**config.mk**
```make
export PLATFORM = sky130hd
export DESIGN_NAME = quad_batch_vertex_setup_flat
export DESIGN_NICKNAME = d
export VERILOG_FILES = /design/src/hw/rtl/qbvs_pkg.sv /design/src/hw/rtl/qbvs_intf.sv /design/src/hw/rtl/qbvs_ram.sv /design/src/hw/rtl/qbvs_mul.sv /design/src/hw/rtl/quad_batch_vertex_setup.sv /design/src/flat_wrapper.sv
export SDC_FILE = /design/constraint.sdc
export NUM_CORES = 2
export LEC_CHECK = 0
export ABC_AREA = 1
export BUFFER_PORTS_ARGS = -buffer_cell sky130_fd_sc_hd__buf_4
export CAP_MARGIN = 20
export CORE_MARGIN = 8
export CORE_UTILIZATION = 62
export CTS_CLUSTER_SIZE = 40
export DETAILED_ROUTE_END_ITERATION = 10
export PLACE_DENSITY_LB_ADDON = 0.12
export SLEW_MARGIN = 20
export SYNTH_ARGS = -nofsm -noshare
export SYNTH_HDL_FRONTEND = slang
export SYNTH_SLANG_ARGS = --single-unit
```
**constraint.sdc**
```tcl
create_clock -name clock -period 16.3 [get_ports clock]
set_input_delay 0.815 -clock clock [delete_from_list [all_inputs] [get_ports clock]]
set_output_delay 0.815 -clock clock [all_outputs]
set_load 0.005 [all_outputs]
```
**src/hw/rtl/qbvs_pkg.sv**
```systemverilog
// Package for the quad batch vertex setup block.
// Holds limits, field widths, command codes and shared types; no dependencies.
package qbvs_pkg;

   localparam int unsigned QUAD_MAX  = 4096;
   localparam int unsigned SLOT_MAX  = 32;
   localparam int unsigned QCNT_W    = $clog2(QUAD_MAX + 1);
   localparam int unsigned SCNT_W    = $clog2(SLOT_MAX + 1);
   localparam int unsigned SLOT_W    = $clog2(SLOT_MAX);
   localparam int unsigned TEX_W     = 16;
   localparam int unsigned POS_W     = 32;
   localparam int unsigned TRIG_W    = 16;
   localparam int unsigned PROD_W    = POS_W + TRIG_W;
   localparam logic [15:0] TIL_WHITE = 16'd256;

   typedef enum logic [1:0] {
      CMD_DRAW  = 2'd0,
      CMD_BEGIN = 2'd1,
      CMD_END   = 2'd2,
      CMD_NONE  = 2'd3
   } cmd_type;

   localparam logic KIND_VERTEX = 1'b0;
   localparam logic KIND_FLUSH  = 1'b1;

   typedef struct packed {
      logic signed [TRIG_W-1:0] trig;
      logic signed [POS_W-1:0]  size;
   } mul_req_type;

endpackage

```
**src/hw/rtl/qbvs_intf.sv**
```systemverilog
// Valid/ready channel interfaces for command and vertex transactions.
// Depends on qbvs_pkg.
interface qbvs_req_if import qbvs_pkg::*; ();
   logic              valid;
   logic              ready;
   logic [1:0]        cmd;
   logic signed [31:0] pos_x;
   logic signed [31:0] pos_y;
   logic signed [31:0] pos_z;
   logic signed [31:0] size_x;
   logic signed [31:0] size_y;
   logic signed [15:0] cos_val;
   logic signed [15:0] sin_val;
   logic [31:0]       tint;
   logic [15:0]       tex_id;
   logic [15:0]       tiling;
   modport source (output valid, cmd, pos_x, pos_y, pos_z, size_x, size_y, cos_val,
                   sin_val, tint, tex_id, tiling, input ready);
   modport sink (input valid, cmd, pos_x, pos_y, pos_z, size_x, size_y, cos_val,
                 sin_val, tint, tex_id, tiling, output ready);
endinterface

interface qbvs_rsp_if import qbvs_pkg::*; ();
   logic              valid;
   logic              ready;
   logic              kind;
   logic signed [31:0] vx;
   logic signed [31:0] vy;
   logic signed [31:0] vz;
   logic              tex_u;
   logic              tex_v;
   logic [31:0]       vcolor;
   logic [4:0]        slot;
   logic [15:0]       vtiling;
   logic [12:0]       batch_quads;
   logic [5:0]        slots_used;
   logic              last;
   modport source (output valid, kind, vx, vy, vz, tex_u, tex_v, vcolor, slot, vtiling,
                   batch_quads, slots_used, last, input ready);
   modport sink (input valid, kind, vx, vy, vz, tex_u, tex_v, vcolor, slot, vtiling,
                 batch_quads, slots_used, last, output ready);
endinterface

```
**src/hw/rtl/qbvs_ram.sv**
```systemverilog
// Generic single-write, single-read RAM with registered read data.
// No dependencies.
module qbvs_ram #(
   parameter int unsigned WIDTH = 16,
   parameter int unsigned DEPTH = 32
) (
   input  logic                     clock,
   input  logic                     we,
   input  logic [$clog2(DEPTH)-1:0] waddr,
   input  logic [WIDTH-1:0]         wdata,
   input  logic [$clog2(DEPTH)-1:0] raddr,
   output logic [WIDTH-1:0]         rdata
);
   logic [WIDTH-1:0] mem_ff [DEPTH];
   logic [WIDTH-1:0] rdata_ff;

   always_ff @(posedge clock) begin
      if (we) begin
         mem_ff[waddr] <= wdata;
      end
      rdata_ff <= mem_ff[raddr];
   end

   assign rdata = rdata_ff;
endmodule

```
**src/hw/rtl/qbvs_mul.sv**
```systemverilog
// Shared signed trig-by-size multiplier with registered product.
// Depends on qbvs_pkg.
module qbvs_mul import qbvs_pkg::*; (
   input  logic                     clock,
   input  mul_req_type              req,
   output logic signed [PROD_W-1:0] prod
);
   logic signed [PROD_W-1:0] prod_ff;
   logic signed [PROD_W-1:0] prod_in;

   assign prod_in = PROD_W'(req.trig) * PROD_W'(req.size);

   always_ff @(posedge clock) begin
      prod_ff <= prod_in;
   end

   assign prod = prod_ff;
endmodule

```
**src/hw/rtl/quad_batch_vertex_setup.sv**
```systemverilog
// Quad batch vertex setup: one sprite command per transaction in, vertex and
// flush records out. An untextured draw skips the slot table. A textured draw
// walks the slot table, comparing up to 31 entries, and adds an entry when the
// texture is new. The walk reads the slot table one entry at a time, and the
// one shared multiplier does four products. A draw yields up to five records,
// and it stalls while the result register waits on rsp ready.
// Begin resets the batch; end emits a flush record unless the batch is empty.
// No clearing pass after reset.
// Depends on qbvs_pkg, qbvs_intf, qbvs_ram, qbvs_mul.
module quad_batch_vertex_setup import qbvs_pkg::*; (
   input  logic        clock,
   input  logic        reset,
   qbvs_req_if.sink    req_if,
   qbvs_rsp_if.source  rsp_if
);
   typedef enum logic [7:0] {
      ST_IDLE = 8'b0000_0001,
      ST_QCHK = 8'b0000_0010,
      ST_SRD  = 8'b0000_0100,
      ST_SCMP = 8'b0000_1000,
      ST_SNEW = 8'b0001_0000,
      ST_MUL  = 8'b0010_0000,
      ST_VERT = 8'b0100_0000,
      ST_END  = 8'b1000_0000
   } state_type;

   state_type state_ff, state_in;
   logic [QCNT_W-1:0] quad_ff, quad_in;
   logic [SCNT_W-1:0] scnt_ff, scnt_in;
   logic [SCNT_W-1:0] idx_ff, idx_in;
   logic [SLOT_W-1:0] slot_ff, slot_in;
   logic [2:0]        step_ff, step_in;
   logic [1:0]        corner_ff, corner_in;

   logic signed [31:0] px_ff, py_ff, pz_ff, sx_ff, sy_ff;
   logic signed [15:0] c_ff, s_ff;
   logic [31:0]        tint_ff;
   logic [15:0]        tex_ff, til_ff, til_in;
   logic signed [PROD_W-1:0] pa_ff, pb_ff, pc_ff, pd_ff;

   logic        ov_ff, ov_in;
   logic        okind_ff, okind_in, olast_ff, olast_in, ou_ff, ou_in, ov2_ff, ov2_in;
   logic [31:0] ox_ff, ox_in, oy_ff, oy_in, oz_ff, oz_in, ocol_ff, ocol_in;
   logic [4:0]  oslot_ff, oslot_in;
   logic [15:0] otil_ff, otil_in;
   logic [12:0] obq_ff, obq_in;
   logic [5:0]  osu_ff, osu_in;

   logic out_free, accept, load_flush, load_vtx;
   logic ram_we;
   logic [SLOT_W-1:0] ram_waddr;
   logic [TEX_W-1:0]  ram_rdata;
   mul_req_type       mreq;
   logic signed [PROD_W-1:0] prod;
   logic signed [PROD_W+1:0] sumx, sumy;
   logic signed [PROD_W+1:0] ea, eb, ec, ed;
   logic                     pos_ex, pos_ey;
   logic        sfull, sneed;

   assign out_free = !ov_ff || rsp_if.ready;
   assign req_if.ready = (state_ff == ST_IDLE);
   assign accept = req_if.valid && req_if.ready;

   qbvs_ram #(.WIDTH(TEX_W), .DEPTH(SLOT_MAX)) u_slot_ram (
      .clock (clock),
      .we    (ram_we),
      .waddr (ram_waddr),
      .wdata (tex_ff),
      .raddr (idx_ff[SLOT_W-1:0]),
      .rdata (ram_rdata)
   );

   always_comb begin
      unique case (step_ff[1:0])
         2'd0: mreq = '{trig: c_ff, size: sx_ff};
         2'd1: mreq = '{trig: s_ff, size: sy_ff};
         2'd2: mreq = '{trig: s_ff, size: sx_ff};
         default: mreq = '{trig: c_ff, size: sy_ff};
      endcase
   end

   qbvs_mul u_mul (.clock(clock), .req(mreq), .prod(prod));

   assign pos_ex = (corner_ff == 2'd1) || (corner_ff == 2'd2);
   assign pos_ey = corner_ff[1];
   assign ea = (PROD_W+2)'(pa_ff);
   assign eb = (PROD_W+2)'(pb_ff);
   assign ec = (PROD_W+2)'(pc_ff);
   assign ed = (PROD_W+2)'(pd_ff);
   assign sumx = (pos_ex ? ea : -ea) + (pos_ey ? -eb : eb) + (PROD_W+2)'(16384);
   assign sumy = (pos_ex ? ec : -ec) + (pos_ey ? ed : -ed) + (PROD_W+2)'(16384);

   assign sfull = (scnt_ff >= SCNT_W'(SLOT_MAX));
   assign sneed = sfull && (quad_ff != '0);

   always_comb begin
      state_in  = state_ff;
      quad_in   = quad_ff;
      scnt_in   = scnt_ff;
      idx_in    = idx_ff;
      slot_in   = slot_ff;
      step_in   = step_ff;
      corner_in = corner_ff;
      til_in    = til_ff;
      ram_we    = 1'b0;
      ram_waddr = scnt_ff[SLOT_W-1:0];
      load_flush = 1'b0;
      load_vtx   = 1'b0;
      olast_in   = 1'b0;
      unique case (state_ff)
         ST_IDLE: begin
            if (accept) begin
               til_in = req_if.tiling;
               unique case (cmd_type'(req_if.cmd))
                  CMD_DRAW: state_in = ST_QCHK;
                  CMD_BEGIN: begin
                     quad_in = '0;
                     scnt_in = SCNT_W'(1);
                  end
                  CMD_END: begin
                     if (quad_ff != '0) state_in = ST_END;
                  end
                  default: state_in = ST_IDLE;
               endcase
            end
         end
         ST_END: begin
            if (out_free) begin
               load_flush = 1'b1;
               olast_in   = 1'b1;
               state_in   = ST_IDLE;
            end
         end
         ST_QCHK: begin
            if (quad_ff >= QCNT_W'(QUAD_MAX)) begin
               if (out_free) begin
                  load_flush = 1'b1;
                  quad_in    = '0;
                  scnt_in    = SCNT_W'(1);
                  state_in   = ST_SRD;
               end
            end else begin
               state_in = ST_SRD;
            end
            idx_in = SCNT_W'(1);
         end
         ST_SRD: begin
            if (tex_ff == '0) begin
               slot_in  = '0;
               til_in   = TIL_WHITE;
               step_in  = '0;
               state_in = ST_MUL;
            end else if (idx_ff < scnt_ff) begin
               state_in = ST_SCMP;
            end else begin
               state_in = ST_SNEW;
            end
         end
         ST_SCMP: begin
            if (ram_rdata == tex_ff) begin
               slot_in  = idx_ff[SLOT_W-1:0];
               step_in  = '0;
               state_in = ST_MUL;
            end else begin
               idx_in   = idx_ff + SCNT_W'(1);
               state_in = ST_SRD;
            end
         end
         ST_SNEW: begin
            if (!sneed || out_free) begin
               load_flush = sneed;
               ram_we     = 1'b1;
               ram_waddr  = sfull ? SLOT_W'(1) : scnt_ff[SLOT_W-1:0];
               slot_in    = ram_waddr;
               scnt_in    = sfull ? SCNT_W'(2) : scnt_ff + SCNT_W'(1);
               if (sfull) quad_in = '0;
               step_in    = '0;
               state_in   = ST_MUL;
            end
         end
         ST_MUL: begin
            step_in = step_ff + 3'd1;
            if (step_ff == 3'd4) begin
               corner_in = '0;
               state_in  = ST_VERT;
            end
         end
         ST_VERT: begin
            if (out_free) begin
               load_vtx  = 1'b1;
               corner_in = corner_ff + 2'd1;
               if (corner_ff == 2'd3) begin
                  olast_in = 1'b1;
                  quad_in  = quad_ff + QCNT_W'(1);
                  state_in = ST_IDLE;
               end
            end
         end
         default: state_in = ST_IDLE;
      endcase
   end

   always_comb begin
      ov_in    = ov_ff && !rsp_if.ready;
      okind_in = okind_ff;
      ox_in = ox_ff; oy_in = oy_ff; oz_in = oz_ff; ocol_in = ocol_ff;
      ou_in = ou_ff; ov2_in = ov2_ff; oslot_in = oslot_ff; otil_in = otil_ff;
      obq_in = obq_ff; osu_in = osu_ff;
      if (load_flush) begin
         ov_in = 1'b1; okind_in = KIND_FLUSH;
         ox_in = '0; oy_in = '0; oz_in = '0; ocol_in = '0; ou_in = 1'b0; ov2_in = 1'b0;
         oslot_in = '0; otil_in = '0;
         obq_in = 13'(quad_ff);
         osu_in = 6'(scnt_ff);
      end else if (load_vtx) begin
         ov_in = 1'b1; okind_in = KIND_VERTEX;
         ox_in = px_ff + sumx[46:15];
         oy_in = py_ff + sumy[46:15];
         oz_in = pz_ff; ocol_in = tint_ff; ou_in = pos_ex; ov2_in = pos_ey;
         oslot_in = 5'(slot_ff); otil_in = til_ff; obq_in = '0; osu_in = '0;
      end
   end

   always_ff @(posedge clock) begin
      if (reset) begin
         state_ff <= ST_IDLE;
         quad_ff  <= '0;
         scnt_ff  <= SCNT_W'(1);
         ov_ff    <= 1'b0;
      end else begin
         state_ff <= state_in;
         quad_ff  <= quad_in;
         scnt_ff  <= scnt_in;
         ov_ff    <= ov_in;
      end
   end

   always_ff @(posedge clock) begin
      idx_ff <= idx_in; slot_ff <= slot_in; step_ff <= step_in; corner_ff <= corner_in;
      til_ff <= til_in;
      if (accept) begin
         px_ff <= req_if.pos_x; py_ff <= req_if.pos_y; pz_ff <= req_if.pos_z;
         sx_ff <= req_if.size_x; sy_ff <= req_if.size_y;
         c_ff <= req_if.cos_val; s_ff <= req_if.sin_val;
         tint_ff <= req_if.tint; tex_ff <= req_if.tex_id;
      end
      if (state_ff == ST_MUL) begin
         unique case (step_ff)
            3'd1: pa_ff <= prod;
            3'd2: pb_ff <= prod;
            3'd3: pc_ff <= prod;
            3'd4: pd_ff <= prod;
            default: ;
         endcase
      end
      if (load_flush || load_vtx) olast_ff <= olast_in;
      okind_ff <= okind_in; ox_ff <= ox_in; oy_ff <= oy_in; oz_ff <= oz_in;
      ocol_ff <= ocol_in; ou_ff <= ou_in; ov2_ff <= ov2_in; oslot_ff <= oslot_in;
      otil_ff <= otil_in; obq_ff <= obq_in; osu_ff <= osu_in;
   end

   assign rsp_if.valid       = ov_ff;
   assign rsp_if.kind        = okind_ff;
   assign rsp_if.vx          = ox_ff;
   assign rsp_if.vy          = oy_ff;
   assign rsp_if.vz          = oz_ff;
   assign rsp_if.tex_u       = ou_ff;
   assign rsp_if.tex_v       = ov2_ff;
   assign rsp_if.vcolor      = ocol_ff;
   assign rsp_if.slot        = oslot_ff;
   assign rsp_if.vtiling     = otil_ff;
   assign rsp_if.batch_quads = obq_ff;
   assign rsp_if.slots_used  = osu_ff;
   assign rsp_if.last        = olast_ff;

   a_scnt_range: assert property (@(posedge clock) disable iff (reset)
      scnt_ff >= SCNT_W'(1) && scnt_ff <= SCNT_W'(SLOT_MAX))
      else $error("slot count out of range");
   a_quad_range: assert property (@(posedge clock) disable iff (reset)
      quad_ff <= QCNT_W'(QUAD_MAX))
      else $error("quad count out of range");
   a_flush_nonempty: assert property (@(posedge clock) disable iff (reset)
      load_flush |-> quad_ff != '0)
      else $error("flush of empty batch");
   a_vtx_slot: assert property (@(posedge clock) disable iff (reset)
      load_vtx |-> SCNT_W'(slot_ff) < scnt_ff)
      else $error("vertex slot not bound");
endmodule
```
**src/flat_wrapper.sv**
```systemverilog
// flat-port wrapper written by rule: the top's interface ports become plain ports
module quad_batch_vertex_setup_flat import qbvs_pkg::*;
  (clock, reset, req_if_valid, req_if_cmd, req_if_pos_x, req_if_pos_y, req_if_pos_z, req_if_size_x, req_if_size_y, req_if_cos_val, req_if_sin_val, req_if_tint, req_if_tex_id, req_if_tiling, req_if_ready, rsp_if_valid, rsp_if_kind, rsp_if_vx, rsp_if_vy, rsp_if_vz, rsp_if_tex_u, rsp_if_tex_v, rsp_if_vcolor, rsp_if_slot, rsp_if_vtiling, rsp_if_batch_quads, rsp_if_slots_used, rsp_if_last, rsp_if_ready);
  qbvs_req_if req_if_i ();
  qbvs_rsp_if rsp_if_i ();
  input  logic clock;
  input  logic reset;
  input wire logic [$bits(req_if_i.valid)-1:0] req_if_valid;
  input wire logic [$bits(req_if_i.cmd)-1:0] req_if_cmd;
  input wire logic [$bits(req_if_i.pos_x)-1:0] req_if_pos_x;
  input wire logic [$bits(req_if_i.pos_y)-1:0] req_if_pos_y;
  input wire logic [$bits(req_if_i.pos_z)-1:0] req_if_pos_z;
  input wire logic [$bits(req_if_i.size_x)-1:0] req_if_size_x;
  input wire logic [$bits(req_if_i.size_y)-1:0] req_if_size_y;
  input wire logic [$bits(req_if_i.cos_val)-1:0] req_if_cos_val;
  input wire logic [$bits(req_if_i.sin_val)-1:0] req_if_sin_val;
  input wire logic [$bits(req_if_i.tint)-1:0] req_if_tint;
  input wire logic [$bits(req_if_i.tex_id)-1:0] req_if_tex_id;
  input wire logic [$bits(req_if_i.tiling)-1:0] req_if_tiling;
  output wire logic [$bits(req_if_i.ready)-1:0] req_if_ready;
  output wire logic [$bits(rsp_if_i.valid)-1:0] rsp_if_valid;
  output wire logic [$bits(rsp_if_i.kind)-1:0] rsp_if_kind;
  output wire logic [$bits(rsp_if_i.vx)-1:0] rsp_if_vx;
  output wire logic [$bits(rsp_if_i.vy)-1:0] rsp_if_vy;
  output wire logic [$bits(rsp_if_i.vz)-1:0] rsp_if_vz;
  output wire logic [$bits(rsp_if_i.tex_u)-1:0] rsp_if_tex_u;
  output wire logic [$bits(rsp_if_i.tex_v)-1:0] rsp_if_tex_v;
  output wire logic [$bits(rsp_if_i.vcolor)-1:0] rsp_if_vcolor;
  output wire logic [$bits(rsp_if_i.slot)-1:0] rsp_if_slot;
  output wire logic [$bits(rsp_if_i.vtiling)-1:0] rsp_if_vtiling;
  output wire logic [$bits(rsp_if_i.batch_quads)-1:0] rsp_if_batch_quads;
  output wire logic [$bits(rsp_if_i.slots_used)-1:0] rsp_if_slots_used;
  output wire logic [$bits(rsp_if_i.last)-1:0] rsp_if_last;
  input wire logic [$bits(rsp_if_i.ready)-1:0] rsp_if_ready;
  assign req_if_i.valid = req_if_valid;
  assign req_if_i.cmd = req_if_cmd;
  assign req_if_i.pos_x = req_if_pos_x;
  assign req_if_i.pos_y = req_if_pos_y;
  assign req_if_i.pos_z = req_if_pos_z;
  assign req_if_i.size_x = req_if_size_x;
  assign req_if_i.size_y = req_if_size_y;
  assign req_if_i.cos_val = req_if_cos_val;
  assign req_if_i.sin_val = req_if_sin_val;
  assign req_if_i.tint = req_if_tint;
  assign req_if_i.tex_id = req_if_tex_id;
  assign req_if_i.tiling = req_if_tiling;
  assign req_if_ready = req_if_i.ready;
  assign rsp_if_valid = rsp_if_i.valid;
  assign rsp_if_kind = rsp_if_i.kind;
  assign rsp_if_vx = rsp_if_i.vx;
  assign rsp_if_vy = rsp_if_i.vy;
  assign rsp_if_vz = rsp_if_i.vz;
  assign rsp_if_tex_u = rsp_if_i.tex_u;
  assign rsp_if_tex_v = rsp_if_i.tex_v;
  assign rsp_if_vcolor = rsp_if_i.vcolor;
  assign rsp_if_slot = rsp_if_i.slot;
  assign rsp_if_vtiling = rsp_if_i.vtiling;
  assign rsp_if_batch_quads = rsp_if_i.batch_quads;
  assign rsp_if_slots_used = rsp_if_i.slots_used;
  assign rsp_if_last = rsp_if_i.last;
  assign rsp_if_i.ready = rsp_if_ready;
  quad_batch_vertex_setup u_core (.clock(clock), .reset(reset), .req_if(req_if_i), .rsp_if(rsp_if_i));
endmodule
```
---- After elaboration in Yosys (flattened, before gate mapping) ----
Memory sizes are Yosys's and may differ from the RTL's. A register that Yosys moved wholly into a read port is not among the register bits.
Index checks and enable logic that the tools add are counted.
W data, S select, Z words.
word-level totals
  register bits ........................... 707
  memory bits (writable) .................. 512
  input port bits ......................... 262
  output and inout port bits .............. 174
  memories kept ........................... 1
cells by class
  $add $sub $neg .......................... 15
  $mul .................................... 1
  $lt $le $gt $ge ......................... 3
  equal/unequal tests ..................... 36
  multiplexer cells ....................... 72
  reduce and logical (&&, ||, !) cells .... 34
memory list
  name                      words  bits a word  read ports  clocked after memory_dff  wr ports  RTL line        text
  u_core.u_slot_ram.mem_ff  32     16           1           1                         1         qbvs_ram.sv:14  logic [WIDTH-1:0] mem_ff [DEPTH];
operators by type and width
  cell                      count
  $mux W47                  4
  $neg A47 Y47              4
  $pmux W48 S3              1
  $mux W13                  10
  $add A47 B16 Y47 const B  2
  $add A47 B47 Y47          2
  $mux W8                   10
  $add A32 B32 Y32          2
  $pmux W8 S8               1
  $mux W6                   10
  $pmux W13 S4              1
  $mul A16 B32 Y47          1
  $mux W5                   7
  $mux W16                  2
  $pmux W16 S2              1
  $pmux W8 S3               1
  $ne A2 B1 Y1 const B      10
  $pmux W6 S3               1
  $reduce_and A9 Y1         2
  $eq A16 B16 Y1            1
  $logic_not A16 Y1         1
  $pmux W5 S3               1
  $add A13 B1 Y13 const B   1
  $ge A13 B13 Y1 const B    1
  other kinds (41)          84

---- Longest topological paths before layout ----
  depth in word-level cells ............... 8
  depth in mapped cells ................... 39
  mapped depth without buffers ............ 39

---- Hierarchy ----
Synthesis repeated with hierarchy kept, for this count alone.
second synthesis, totals
  cell total of the unflattened synthesis .. 8794
  area total of the unflattened synthesis .. 79724.0 sq um
by module, submodules not included
  module                   times used  cells an instance  area each (sq um)  sequential area each (sq um)
  quad_batch_vertex_setup  1           4162               37506.0            18017.3
  qbvs_ram                 1           1794               21301.7            15695.1
  qbvs_mul                 1           2838               20916.3            960.9

---- Worst setup path before layout ----
OpenSTA, ideal clock, no wires.
  path type ............................... reg2reg
  start ................................... register u_core.state_ff[7]
  end ..................................... register u_core.c_ff[0] (enable)
  library setup time ...................... 847 ps
  arrival time ............................ 10773 ps
  setup slack ............................. 4680 ps
  cell stages (with the launch flop) ...... 6
  buffers on the path ..................... 0
  period minus slack after synthesis ...... 11620 ps
  cell sequence ........................... dfxtp_1 -> nor2_2 -> nand2_4 -> inv_2 -> nand4_4 -> nor2_1
between the ends
  word-level cells in the longest chain between the ends .. 2
RTL lines
  what                     RTL line                        text
  from (decl)              quad_batch_vertex_setup.sv:27   state_type state_ff, state_in;
  from (signal assigned)   quad_batch_vertex_setup.sv:231  state_ff <= state_in;
  $eq A8 B1 Y1             quad_batch_vertex_setup.sv:61   assign req_if.ready = (state_ff == ST_IDLE);
  $logic_and A1 B1 Y1      quad_batch_vertex_setup.sv:62   assign accept = req_if.valid && req_if.ready;
  named net u_core.accept  quad_batch_vertex_setup.sv:49   logic out_free, accept, load_flush, load_vtx;
  to (signal assigned)     quad_batch_vertex_setup.sv:244  c_ff <= req_if.cos_val; s_ff <= req_if.sin_val;
  to (decl)                quad_batch_vertex_setup.sv:36   logic signed [15:0] c_ff, s_ff;
The timed path passes the listed nets, and every way through them passes these cells.
A chain may end at the register's enable or synchronous reset.

---- Worst setup path after layout ----
  start ................................... register u_core.step_ff[0]
  end ..................................... register u_core.u_mul.prod_ff[39] (netlist: u_core.u_mul.prod[39])
between the ends
  word-level cells in the longest chain between the ends .. 3
  elaborated cells between the ends (all ways) .. 5
RTL lines
  what                                  RTL line                        text
  from (decl)                           quad_batch_vertex_setup.sv:32   logic [2:0] step_ff, step_in;
  from (signal assigned)                quad_batch_vertex_setup.sv:239  idx_ff <= idx_in; slot_ff <= slot_in; step_ff <= step_in; corner_ff <= corner_in;
  $eq A2 B2 Y1 (tied with other cells)  quad_batch_vertex_setup.sv:74   unique case (step_ff[1:0])
  $pmux W48 S3 (*)                      quad_batch_vertex_setup.sv:74
  $mul A16 B32 Y47 (*)                  qbvs_mul.sv:11                  assign prod_in = PROD_W'(req.trig) * PROD_W'(req.size);
  named net u_core.u_mul.prod_in[39]    qbvs_mul.sv:9                   logic signed [PROD_W-1:0] prod_in;
  to (signal assigned)                  qbvs_mul.sv:14                  prod_ff <= prod_in;
  to (decl)                             qbvs_mul.sv:8                   logic signed [PROD_W-1:0] prod_ff;
The timed path passes the listed nets; every way through them passes the cells marked *.

==> impl_metrics.env <==
export IMPL_status="complete, no violations"
export IMPL_fin_nets=9534
export IMPL_ctsHoldBuffers=0
export IMPL_drv_cap=0
export IMPL_clkTransAtPathRegs_ps=60
export IMPL_fmax_ghz=0.1242
export IMPL_slowest_stage="nand2_1"
export IMPL_clkLatencyLatePin_ps=810
export IMPL_gp_congestion=0.9797
export IMPL_clockBufferDepth=3
export IMPL_first_pass_iters=6
export IMPL_yosys_most_used_dff="edfxtp_1"
export IMPL_placementRows=129
export IMPL_async_flop_share_pct=0
export IMPL_worstMarginPinSlew_ps=1161
export IMPL_initial_core_util_pct=62.22
export IMPL_core_area_um2=123300
export IMPL_hold_class="primary input to register"
export IMPL_synth_edf_count=992
export IMPL_yosysTopAreaCell="edfxtp_1"
export IMPL_slew_headroom_pct=22.61
export IMPL_yosysMostFrequentCell="nand2_1"
export IMPL_fin_crit_ps=8050
export IMPL_area_growth_pct=11.75
export IMPL_cts_tree="built"
export IMPL_pin_count=436
export IMPL_synth_common_cells="1419 x nand2_1, 1258 x inv_1, 992 x edfxtp_1"
export IMPL_criticalPathCategory="register to register"
export IMPL_cpPeakStageDelay_ps=540
export IMPL_wl_per_cell_um=20.85
export IMPL_post_cts_buffers=0
export IMPL_skew_ps=107.7
export IMPL_die_height_um=367.8
export IMPL_syn_cell_area_um2=76720
export IMPL_synth_area_top_cells="edfxtp_1 39%, fa_1 13%, nand2_1 6.9%"
export IMPL_setup_viol=0
export IMPL_grt_max_degree=111
export IMPL_ant_nets=0
export IMPL_ys_types=71
export IMPL_setup_tns_final_ps=0
export IMPL_drive_above_1_share_pct=9.913
export IMPL_grt_antenna_before_repair=4
export IMPL_wl_um=212000
export IMPL_first_global_vias=58090
export IMPL_yosysTopAreaCellShare_pct=38.83
export IMPL_vias=58410
export IMPL_cts_buffers=121
export IMPL_ys_warn_count=0
export IMPL_crit_fanout=49
export IMPL_ys_seq_elements=1235
export IMPL_die_area_um2=135300
export IMPL_h_tree_depth=3
export IMPL_synth_nets=9168
export IMPL_grt_overflow_total=0
export IMPL_setup_worst_path_start_class="register"
export IMPL_ys_seq_area_share_pct=45.17
export IMPL_syn_avg_cell_area_um2=9.528
export IMPL_drv_slew=0
export IMPL_die_width_um=367.8
export IMPL_hpwl_um=153200
export IMPL_fin_ws_ps=8250
export IMPL_track_usage_pct=30.47
export IMPL_critPathCaptureType="register"
export IMPL_required_ps=16960
export IMPL_rsz0062_at_grt="no"
export IMPL_vias_per_cell=5.747
export IMPL_drc=0
export IMPL_finalHoldViolCount=0
export IMPL_synthCells=8052
export IMPL_root_buffer="clkbuf_16"
export IMPL_period_share_pct=49.39
export IMPL_grt_pass1_wl_um=327000
export IMPL_critPathArrivalTime_ps=8710
export IMPL_cts_resized=0
export IMPL_cts_sink_count=1235
export IMPL_port_buffers=435
export IMPL_drt_iter0_drc=5546
export IMPL_pre_cts_ws_ps=8302
## stage by stage
| stage | instances | util (%) | hold slack (ps) | area (µm²) |
|---|---|---|---|---|
| 6_report | 10160 | 69.53 | 178.9 | 85740 |
| 5_1_grt | 10160 | 69.53 | 131.8 | 85740 |
| 2_1_floorplan | 8052 | - | 438.3 | 76720 |
| 4_1_cts | 10160 | 69.51 | 123.5 | 85710 |
| 3_3_place_gp | 9930 | 66.21 | 443.2 | 81640 |
| 3_5_place_dp | 9931 | 66.24 | 456.9 | 81680 |
## sequential cells by signal, indices dropped and copies added (netlist names), 47 cells and up
register	count
u_core.pa_ff	47
u_core.pb_ff	47
u_core.pc_ff	47
u_core.pd_ff	47
u_core.u_mul.prod	47
u_core.u_slot_ram.mem_ff	512
## kinds of logic after synthesis
family | after synthesis | synth area share [%]
fa+ha+maj | 854 | 18.64
simple gates | 2716 | 14.60
xor+xnor | 331 | 3.779
flops | 1235 | 45.17
buf+inv | 1560 | 7.730
compound gates | 1356 | 10.08
## per-layer routing
layer | GRT usage, % | share of wire, % | wire length (µm)
met1 | 41.08 | 41 | 86520
met2 | 50.78 | 48 | 101900
met3 | 5.554 | 8.1 | 17180
met4 | 8.843 | 3.0 | 6352
met5 | 0 | 0.0061 | 13
## worst max-delay path: cells and delay by family, from the launching register on
| family | cells | cell delay, ps |
|---|---|---|
| buffers and inverters | 8 | 1470 |
| adder cells (fa/ha/maj) | 8 | 3510 |
| AO/OA/AOI/OAI | 4 | 890 |
| flip-flops | 1 | 440 |
| XOR/XNOR | 1 | 140 |
| AND/OR/NAND/NOR | 8 | 1450 |
## placed cells by master, fill, tap and decap left out, drive strengths merged, types with 158 or more instances in the layout
cell / instances
o21ai: 540
o22ai: 158
xor2: 217
nand2: 1427
clkbuf: 170
dfxtp: 243
nor2: 871
fa: 482
edfxtp: 992
inv: 1285
ha: 372
a21oi: 408
nand3: 198
buf: 519
## area by class of cell
| type | instances | area (µm²) |
|---|---|---|
| fill | 9491 | 37570 |
| multi-input combinational | 5257 | 36250 |
| sequential | 1235 | 34650 |
| inverter | 1283 | 4825 |
| timing repair buffer | 520 | 3930 |
| clock buffer | 169 | 3408 |
| tap | 1637 | 2048 |
| clock inverter | 60 | 623.1 |
| antenna | 3 | 7.507 |
## path summary, 6_finish.rpt
kind	end	from	cells after the start	slack, ps
worst min register to register	u_core.pb_ff[5]$_DFFE_PP_	u_core.u_mul.prod[5]$_DFF_P_	0	460
worst max register to register	u_core.u_mul.prod[39]$_DFF_P_	u_core.step_ff[0]$_SDFFCE_PN0P_	29	8250
worst min-delay path	u_core.tex_ff[5]$_DFFE_PP_	req_if_tex_id[5]	1	180
worst max-delay path	u_core.u_mul.prod[39]$_DFF_P_	u_core.step_ff[0]$_SDFFCE_PN0P_	29	8250
Power is left out: the tool's default activity adds up to more than one toggle a clock period on the data nets, which glitch-free logic cannot reach.
